**src/sv/psr_pkg.sv**
```systemverilog
package psr_pkg;

	// the input fields are 16 bits wide, a wider value width masks nothing
	localparam int unsigned FIELD_W = 16;
	localparam int unsigned SUM_W = 28;
	localparam int unsigned COUNT_W = 13;
	localparam int unsigned STATUS_W = 2;

	// trial division always begins here
	localparam int unsigned FIRST_DIVISOR = 2;

	localparam logic [STATUS_W-1:0] STATUS_FOUND = 2'd0;
	localparam logic [STATUS_W-1:0] STATUS_NONE = 2'd1;
	localparam logic [STATUS_W-1:0] STATUS_INVALID = 2'd2;

	typedef enum logic [2:0] {
		ST_IDLE,
		ST_SQUARE,
		ST_COMPARE,
		ST_DIVIDE,
		ST_NEXT,
		ST_DONE
	} psr_state_t;

	typedef struct packed {
		logic start;
	} rem_ctl_t;

	typedef struct packed {
		logic done;
		logic zero;
	} rem_stat_t;

endpackage

```
**src/sv/psr_rem_unit.sv**
```systemverilog
module psr_rem_unit
	import psr_pkg::*;
#(
	parameter int unsigned NW = 16,
	parameter int unsigned DW = 9
) (
	input  logic clk,
	input  logic arst_n,
	input  rem_ctl_t ctl,
	input  logic [NW-1:0] dividend,
	input  logic [DW-1:0] divisor,
	output rem_stat_t stat
);

	localparam int unsigned IW = $clog2(NW);

	logic busy_q;
	logic done_q;
	logic [IW-1:0] idx_q;
	logic [NW-1:0] num_q;
	logic [DW-1:0] div_q;
	logic [DW-1:0] rem_q;
	logic [DW:0] trial;
	logic [DW:0] diff;
	logic fits;

	// restoring step: one dividend bit per cycle, msb first
	assign trial = {rem_q, num_q[idx_q]};
	assign diff = trial - {1'b0, div_q};
	assign fits = trial >= {1'b0, div_q};

	always_ff @(posedge clk or negedge arst_n) begin
		if (!arst_n) begin
			busy_q <= 1'b0;
			done_q <= 1'b0;
		end else begin
			done_q <= 1'b0;
			if (ctl.start) begin
				busy_q <= 1'b1;
			end else if (busy_q && idx_q == '0) begin
				busy_q <= 1'b0;
				done_q <= 1'b1;
			end
		end
	end

	always_ff @(posedge clk) begin
		if (ctl.start) begin
			num_q <= dividend;
			div_q <= divisor;
			rem_q <= '0;
			idx_q <= IW'(NW - 1);
		end else if (busy_q) begin
			rem_q <= fits ? diff[DW-1:0] : trial[DW-1:0];
			idx_q <= idx_q - 1'b1;
		end
	end

	assign stat.done = done_q;
	assign stat.zero = rem_q == '0;

endmodule

```
**config.mk**
```make
export PLATFORM = sky130hd
export DESIGN_NAME = psr_rem_unit
export DESIGN_NICKNAME = d
export VERILOG_FILES = /design/src/sv/psr_pkg.sv /design/src/sv/psr_rem_unit.sv
export SDC_FILE = /design/constraint.sdc
export NUM_CORES = 1
export LEC_CHECK = 0
export BUFFER_PORTS_ARGS = -buffer_cell sky130_fd_sc_hd__buf_2
export CAP_MARGIN = 20
export CORE_MARGIN = 2
export CORE_UTILIZATION = 59
export CTS_BUF_LIST = sky130_fd_sc_hd__clkbuf_4
export DETAILED_ROUTE_END_ITERATION = 10
export PLACE_DENSITY = 0.92
export SYNTH_ARGS = -nofsm -noshare
export SYNTH_HDL_FRONTEND = slang
export SYNTH_SLANG_ARGS = --single-unit
```
**constraint.sdc**
```tcl
create_clock -name clk -period 3.2 [get_ports clk]
set_input_delay 0.48 -clock clk [delete_from_list [all_inputs] [get_ports clk]]
set_output_delay 0.48 -clock clk [all_outputs]
set_load 0.01 [all_outputs]
```
==> metrics.txt, run 1 <==
status=complete, no violations; vias in the first global route=1479; Cells after Synth=186; Worst setup SP type=flop; CTS root buf=clkbuf_4; mean area per synthesized cell=11.4 um^2; final hold violation count=0; RSZ-0062 raised after global routing=false; overall power=1.91 mW; Clock Sinks=40; grt ovf=0; Final setup viols=0; most used cell, CP=mux4_2; drc violations=0; Finished Layout Cells=263; # rows=21; Top Ports=30; Worst Max-Slew Pin Slew=0.851 ns; CTS tree=yes; Reg area=1070 um^2; buffers added on ports=29; Skew-Pair Late Insertion Delay=0.36 ns; crit end category=flop; worst-path maximum fanout=7; core outline area=3390 um^2; critical path, cell by cell=mux4_2 > mux4_2 > inv_1 > ha_1 > fa_1 > nand2b_4 > a211oi_4 > o21a_2 > or4_1 > o221ai_1; ys flop type=edfxtp_1; sequential area share after synthesis=49.9%; Via Count=1546; Final nets=256; FILL cells=between 200 and 250; worst hold path type=primary input to flop; hpwl dp=just under 3 mm; RePlAce Congestion=0.824; number of diodes=0; Layout area overhead=12.9%; PwrDens=between 700 and 800 nW/um^2; Peak supply drop=714 uV; max incr delay on CP=0.51 ns; Crit path max-delay family=multiplexers; Setup CP Type=flop to flop; first-pass GRT wire length=between 6 and 7 mm; Cell Area, Synth=2130 um^2; initial antenna violation count=0; yosys warns=0; clock-pin slew on the worst setup and hold paths=0.12 ns; Slowest cell on crit path=mux4_2; Final Slew Violations=0; Buf/Inv on CP=1; final wirelength=~4.2 mm; Worst Path Arrival=3.37 ns; H-tree depth=2; f_max=324 MHz; die width=between 60 and 70 um; share of Yosys cell area claimed by the top area cell type=35.3%; number of CTS-inserted buffers=5; worst clock skew=around 0.014 ns; setup bufs post-CTS=0; Synth area leader=edfxtp_1; Max clock buf depth=2; cell count after placement=254; Post-synth top cells=edfxtp_1, nor2_1, dfxtp_1, inv_1, ha_1; top-count cell post-synth=edfxtp_1; Multi-input gate area=980 um^2; FFs w/ async S/R, synth=5.00%; layout cells sized above 1=24.4%; Rel. slew slack=43.3%; register bit count reported by yosys=40; EDFF count, synth=25; antenna-violating nets left=0; maxcap violations=0; total track usage=roughly 23%; detailed router's first-iteration violation count=154; synth unique cells=52; Lkg Pwr=1.01 nW; largest net degree at the start of global routing=44; Initial Util=62.8%; dominant cells by area after synthesis=edfxtp_1, dfxtp_1, ha_1; vias per cell=a little under 6; Tcrit/Tclk final=96.4%; Die Y-Extent=64.1 um; drt pass-1 iters=4; syn_nets=226; Die ar.=4100 um^2; Avg WL per Cell=15.9 um; CP required=3.48 ns; fin crit period=3.08 ns
-- area by class of cell --
class                   count  area share, %
well taps                  46           2.40
flip-flops and latches     40           44.4
clock buffers               5           1.56
inverters                  13           2.03
clock inverters             3           1.77
multi-input cells         124           40.8
repair buffers             32           7.08
-- where the power goes --
group	switching [mW]	internal [mW]	leakage, nW	total [mW]
Combinational	0.481	0.376	0.596	0.857
Sequential	0.0875	0.634	0.373	0.722
Clock	0.169	0.163	0.0428	0.332
Total	0.737	1.17	1.01	1.91
-- cells in the final DEF (no fill, tap or decap), types with 2 or more instances in the layout --
cell and count:
o211ai_1 3, nor2_1 15, mux2i_1 2, ha_1 11, xnor2_1 3, nor4_1 2, o21ai_0 2, dfxtp_1 11
nor3b_1 2, mux4_2 5, xor2_1 2, a211o_1 2, buf_2 29, o21ai_1 4, inv_1 13, nand3_1 10
buf_4 2, edfxtp_1 25, nor2b_1 3, dfrtp_1 2, nor3_1 2, clkbuf_4 5, nand2_1 8, a21oi_1 5
a311oi_1 6, a21o_1 5, nand2b_1 7
-- logic make-up after synthesis --
kind of cell | after synthesis | synth area share, %
fa+ha+maj | 12 | 7.41
flops | 40 | 49.9
xor+xnor | 5 | 2.06
simple gates | 58 | 14.3
buf+inv | 22 | 4.47
mux | 7 | 6.23
compound gates | 42 | 15.6
-- routing by layer --
layer  vias up  track usage (%)  part of all wire [%]
li1        759                -                     -
met3         8             5.46                   7.0
met4         0             9.51                   2.0
met5         -                0                     0
met2        66             37.1                    50
met1       713             28.4                    41
-- state kept, by name, indices dropped and copies added (netlist names) --
register  flops
num_q        16
div_q         9
rem_q         9
idx_q         4
busy_q        1
done_q        1
-- through the flow --
stage | utilization, % | hold slack (ns) | TNS (ns) | instance area, um^2 | setup slack [ns]
6_report | 70.9 | 0.281 | 0 | 2400 | 0.116
5_1_grt | 70.9 | 0.272 | 0 | 2400 | 0.0230
4_1_cts | 70.5 | 0.275 | 0 | 2390 | 0.0225
3_5_place_dp | 67.8 | 0.266 | -0.0765 | 2300 | -0.0765
3_3_place_gp | 67.8 | 0.266 | 0 | 2300 | 0.0766
2_1_floorplan | - | 0.184 | 0 | 2130 | 0.266
-- final timing paths --
check                                 startpoint                     to  slack (ns)  cells past startpoint
max                        idx_q[0]$_SDFFE_PP1P_  rem_q[1]$_SDFFE_PP0P_        0.12                     10
min                                   divisor[7]     div_q[7]$_DFFE_PP_        0.28                      1
max in group asynchronous                 arst_n     busy_q$_DFFE_PN0P_        2.70                      2
min reg2reg                rem_q[6]$_SDFFE_PP0P_  rem_q[6]$_SDFFE_PP0P_        0.54                      2
min in group asynchronous                 arst_n       done_q$_DFF_PN0_        0.41                      2
max reg2reg                idx_q[0]$_SDFFE_PP1P_  rem_q[1]$_SDFFE_PP0P_        0.12                     10
-- timing repair --
item / 4_1_cts / 5_1_grt
resized for setup: 1 / 3
pin swaps: 0 / 0
setup endpoints to repair: 5 / 8
hold endpoints to repair: 2 / 0
hold buffers: 1 / 0
No activity file was read; power rests on OpenSTA's default activity.
==> run 2: changes to the inputs <==
Settings changed: CORE_ASPECT_RATIO set to 0.6.
==> metrics.txt, run 2 (synthesized netlist as in run 1, its figures left out) <==
commonest cells after routing, fill and taps aside=buf_2, edfxtp_1, nor2_1, inv_1, dfxtp_1; drc violations=0 (unchanged); Avg WL per Cell=17.3 um (+9.1%); Final Slew Violations=0 (unchanged); core outline area=3340 um^2 (-1.4%); final instance area=2400 um^2 (-0.16%); max reg flops=16 (unchanged); Top Registers=num_q: 16 flops, div_q: 9 flops, rem_q: 9 flops; Setup CP Type=flop to flop; Finished Layout Cells=264 (+0.38%); overall power=1.89 mW (-1.3%); cell count after placement=255 (+0.39%); Tcrit/Tclk final=95.2% (-1.2 points); initial antenna violation count=0 (unchanged); crit end category=flop; # rows=16 (-24%); Peak supply drop=406 uV (-43%); CTS tree=yes; status=complete, no violations; number of diodes=0 (unchanged); layout cells sized above 1=26.5% (+2.1 points); worst-path maximum fanout=10 (+3); Worst Path Arrival=3.30 ns (-0.07 ns); Max clock buf depth=2 (unchanged); maxcap violations=0 (unchanged); Final setup viols=0 (unchanged); final hold violation count=0 (unchanged); Worst Max-Slew Pin Slew=0.818 ns (-0.0327 ns); Core Util, Final=71.7% (+0.87 points); Die ar.=4120 um^2 (+0.38%); Sw Ratio=40.9% (+2.3 points); first-pass GRT wire length=7.11 mm (+4.1%); Largest Register=num_q; switching pwr=771 uW (+4.5%); drt pass-1 iters=4 (unchanged); clock power share=12.9% (-4.5 points); f_max=328 MHz (+1.2%); buffers added on ports=29 (unchanged); PwrDens=786 nW/um^2 (-1.2%); number of CTS-inserted buffers=5 (unchanged); Worst setup SP type=flop; hpwl dp=3.47 mm (+18%); vias per cell=6.08 (+3.5%); die width=81.5 um (+27%); Final nets=258 (+0.78%); final wirelength=4.57 mm (+9.5%); grt ovf=0 (unchanged); antenna-violating nets left=0 (unchanged); setup TNS=0 ns (unchanged); total track usage=24.5% (+1.9 points); RePlAce Congestion=0.863 (+4.7%); detailed router's first-iteration violation count=161 (+4.5%); CTS root buf=clkbuf_4; Initial Util=63.7% (+0.87 points); worst hold path type=primary input to flop; Rel. slew slack=45.5% (+2.2 points); CP required=3.45 ns (-0.03 ns); largest net degree at the start of global routing=44 (unchanged); Flop pwr share=39.1% (+1.3 points); clock-pin slew on the worst setup and hold paths=0.12 ns (about the same); H-tree depth=2 (unchanged); Internal Power=1.11 mW (-5.0%); power share of the combinational group=48.0% (+3.2 points); placed cell areas=2310 um^2 (+0.60%); Skew-Pair Late Insertion Delay=0.36 ns (about the same); Lkg Pwr=1.01 nW (-0.12%); Top Ports=30 (unchanged); Die Y-Extent=50.5 um (-21%); fin crit period=3.05 ns (-0.0370 ns); most common cell after layout, fill and taps aside=buf_2; Layout area overhead=12.7%; Via Count=1606 (+3.9%); worst clock skew=0.00789 ns (-0.00622 ns); Clock Sinks=40 (unchanged); vias in the first global route=1424 (-3.7%)
## run 2: cell count changes in the layout (fill, tap and decap cells not counted), sizes merged
cell    delta
bufinv     -1
clkinv     +1
buf        +2
## run 2: stage by stage
stage	hold slack, ns	setup WS (ns)
CTS	0.276	0.00563
global placement	0.265	0.139
finish	0.287	0.153
detailed placement	0.267	-0.0361
global route	0.269	-0.00104
floorplan	0.184	0.266
## run 2: critical path: stages, from the launching register on
cell	delay, ns
dfxtp_4	0.41
mux4_2	0.52
mux4_2	0.49
inv_1	0.08
ha_2	0.20
fa_2	0.22
nand2b_4	0.15
a211oi_4	0.08
o21ai_2	0.15
buf_4	0.18
nand3_1	0.10
a311oi_2	0.36
## run 2: path summary, 6_finish.rpt
path / startpoint / to / cells past startpoint / slack [ns]
setup / recovery: idx_q[0]$_SDFFE_PP1P_ / rem_q[0]$_SDFFE_PP0P_ / 11 / 0.15
hold / removal: divisor[3] / div_q[3]$_DFFE_PP_ / 1 / 0.29
setup reg to reg: idx_q[0]$_SDFFE_PP1P_ / rem_q[0]$_SDFFE_PP0P_ / 11 / 0.15
hold reg to reg: idx_q[1]$_SDFFE_PP1P_ / idx_q[1]$_SDFFE_PP1P_ / 2 / 0.54
max in group asynchronous: arst_n / busy_q$_DFFE_PN0P_ / 2 / 2.69
min in group asynchronous: arst_n / done_q$_DFF_PN0_ / 2 / 0.42
## run 2: power groups by stage
stage / clock, mW / sequential (mW) / combinational (mW)
after floorplan: 0 / 0.696 / 0.643
after global placement: 0 / 0.733 / 0.828
after detailed placement: 0 / 0.741 / 0.856
after CTS: 0.251 / 0.730 / 0.863
after global routing: 0.267 / 0.742 / 0.984
final: 0.243 / 0.737 / 0.905
## run 2: metal layers
layer  up-vias  track usage, %  wire (um)
li1        764               -          -
met1       738            36.9       2090
met2        93            32.8       1890
met3        11            8.09        523
met4         0            8.19         74
met5         -               0          0
## run 2: final cells by class
cell class	count	area, um^2
sequential	40	1070
multi-input combinational	124	991
fill	236	945
timing repair buffer	34	185
tap	45	56.3
inverter	13	48.8
clock buffer	5	37.5
clock inverter	3	13.8
## run 2: timing repair
item	CTS	global route
endpoints found under the setup margin	4	8
hold endpoints to repair	2	0
buffers inserted	0	0
pin swaps	0	2
hold buffers	1	0
gates resized for setup	1	7
==> run 3: changes to the inputs <==
Settings changed: PLACE_DENSITY 0.92 to 0.82.
==> metrics.txt, run 3 (synthesized netlist as in run 1, its figures left out) <==
maxcap violations=0 (unchanged); met3 Usage GRT=9.35% (+1.3 points); Top Ports=30 (unchanged); CP required=3.48 ns (+0.03 ns); cell count after placement=254 (-0.39%); number of CTS-inserted buffers=5 (unchanged); Core Util, Final=72.0% (+0.30 points); GR Util met2=33.3% (+0.55 points); PwrDens=814 nW/um^2 (+3.6%); fin crit period=3.05 ns (+0.00638 ns); buffers added on ports=29 (unchanged); Via Count=1606 (unchanged); antenna-violating nets left=0 (unchanged); commonest cells after routing, fill and taps aside=buf_2, edfxtp_1, nor2_1, inv_1, dfxtp_1; status=complete, no violations; Max clock buf depth=2 (unchanged); Finished Layout Cells=263 (-0.38%); vias in the first global route=1501 (+5.4%); initial antenna violation count=0 (unchanged); number of diodes=0 (unchanged); Die ar.=4120 um^2 (unchanged); Top Registers=num_q: 16 flops, div_q: 9 flops, rem_q: 9 flops; Setup CP Type=flop to flop; Avg WL per Cell=17.1 um (-1.1%); most common cell after layout, fill and taps aside=buf_2; CTS tree=yes; Tcrit/Tclk final=95.4% (+0.20 points); die width=81.5 um (unchanged); drt pass-1 iters=5 (+1); hpwl dp=3.15 mm (-9.3%); final hold violation count=0 (unchanged); drc violations=0 (unchanged); Clock Sinks=40 (unchanged); Lkg Pwr=1.01 nW (+0.24%); worst slack, placed=-0.0888 ns (-0.0527 ns); first-pass GRT wire length=7.33 mm (+3.1%); Worst Max-Slew Pin Slew=0.849 ns (+0.0307 ns); Final Slew Violations=0 (unchanged); clock-pin slew on the worst setup and hold paths=0.12 ns (about the same); RePlAce Congestion=0.886 (+2.7%); Skew-Pair Late Insertion Delay=0.35 ns (about the same); # rows=16 (unchanged); Final setup viols=0 (unchanged); Final nets=257 (-0.39%); largest net degree at the start of global routing=44 (unchanged); total track usage=25.2% (+0.71 points); grt ovf=0 (unchanged); final wirelength=4.51 mm (-1.4%); Initial Util=63.7% (unchanged); Layout area overhead=13.2%; Die Y-Extent=50.5 um (unchanged); worst-path maximum fanout=7 (-3); Peak supply drop=408 uV (+0.28%); CTS root buf=clkbuf_4; Hold WS=0.292 ns (+0.00566 ns); vias per cell=6.11 (+0.38%); GR Util met1=37.5% (+0.58 points); Largest Register=num_q; detailed router's first-iteration violation count=147 (-8.7%); Rel. slew slack=43.4% (-2.0 points); Worst Path Arrival=3.33 ns (+0.03 ns); PnR worst setup slack=0.146 ns (-0.00638 ns); H-tree depth=2 (unchanged); f_max=327 MHz (-0.21%); crit end category=flop; worst hold path type=primary input to flop; max reg flops=16 (unchanged); Worst setup SP type=flop; Most Crowded Layer GR=met1; layout cells sized above 1=24.8% (-1.7 points); worst clock skew=0.00489 ns (-0.00300 ns); core outline area=3340 um^2 (unchanged); overall power=1.96 mW (+4.0%)
run 3: per-layer routing:
metal,part of all wire [%],vias to the layer above,wire [um]
met5,0,-,0
met4,2.2,0,99
met3,9.8,9,440
met2,41,81,1870
met1,47,757,2100
li1,-,759,-
run 3: timing repair:
item / in CTS / in global routing
hold buffers: 1 / 0
pin swaps: 0 / 1
setup endpoints to repair: 6 / 9
gates resized for setup: 1 / 6
endpoints found under the hold margin: 2 / 0
buffers inserted: 0 / 0
run 3: worst max-delay path: stages, from the launching register on:
cell and delay [ns]:
dfxtp_4 0.43, mux4_2 0.51, mux4_2 0.50, inv_1 0.08, ha_2 0.21, fa_2 0.23
nand2b_4 0.14, a211oi_4 0.08, o21a_2 0.26, or4_1 0.47, o221ai_1 0.08
run 3: path summary, 6_finish.rpt:
check / start / endpoint / slack, ns / cells after the start
min in group asynchronous: arst_n / done_q$_DFF_PN0_ / 0.42 / 2
worst min register to register: rem_q[6]$_SDFFE_PP0P_ / rem_q[6]$_SDFFE_PP0P_ / 0.55 / 2
worst max register to register: idx_q[0]$_SDFFE_PP1P_ / rem_q[1]$_SDFFE_PP0P_ / 0.15 / 10
max in group asynchronous: arst_n / busy_q$_DFFE_PN0P_ / 2.69 / 2
worst max-delay path: idx_q[0]$_SDFFE_PP1P_ / rem_q[1]$_SDFFE_PP0P_ / 0.15 / 10
worst min-delay path: dividend[3] / num_q[3]$_DFFE_PP_ / 0.29 / 1
run 3: layout make-up:
cell class | count | area [um^2]
Sequential cell | 40 | 1060
Multi-Input combinational cell | 124 | 986
Fill cell | 244 | 935
Timing Repair Buffer | 33 | 178
Tap cell | 45 | 56.3
Inverter | 13 | 48.8
Clock buffer | 5 | 37.5
Clock inverter | 3 | 37.5
run 3: metrics by stage:
step	setup TNS, ns	cell area [um^2]
finish	0	2410
global route	-0.00944	2410
CTS	0	2390
detailed placement	-0.0911	2310
global placement	0	2310
floorplan	0	2130
run 3: power breakdown:
group	leakage (nW)	switching, mW	total, mW	internal, mW
clock network	0.0403	0.166	0.326	0.160
registers	0.374	0.0953	0.730	0.634
logic	0.600	0.507	0.905	0.398
total	1.01	0.769	1.96	1.19
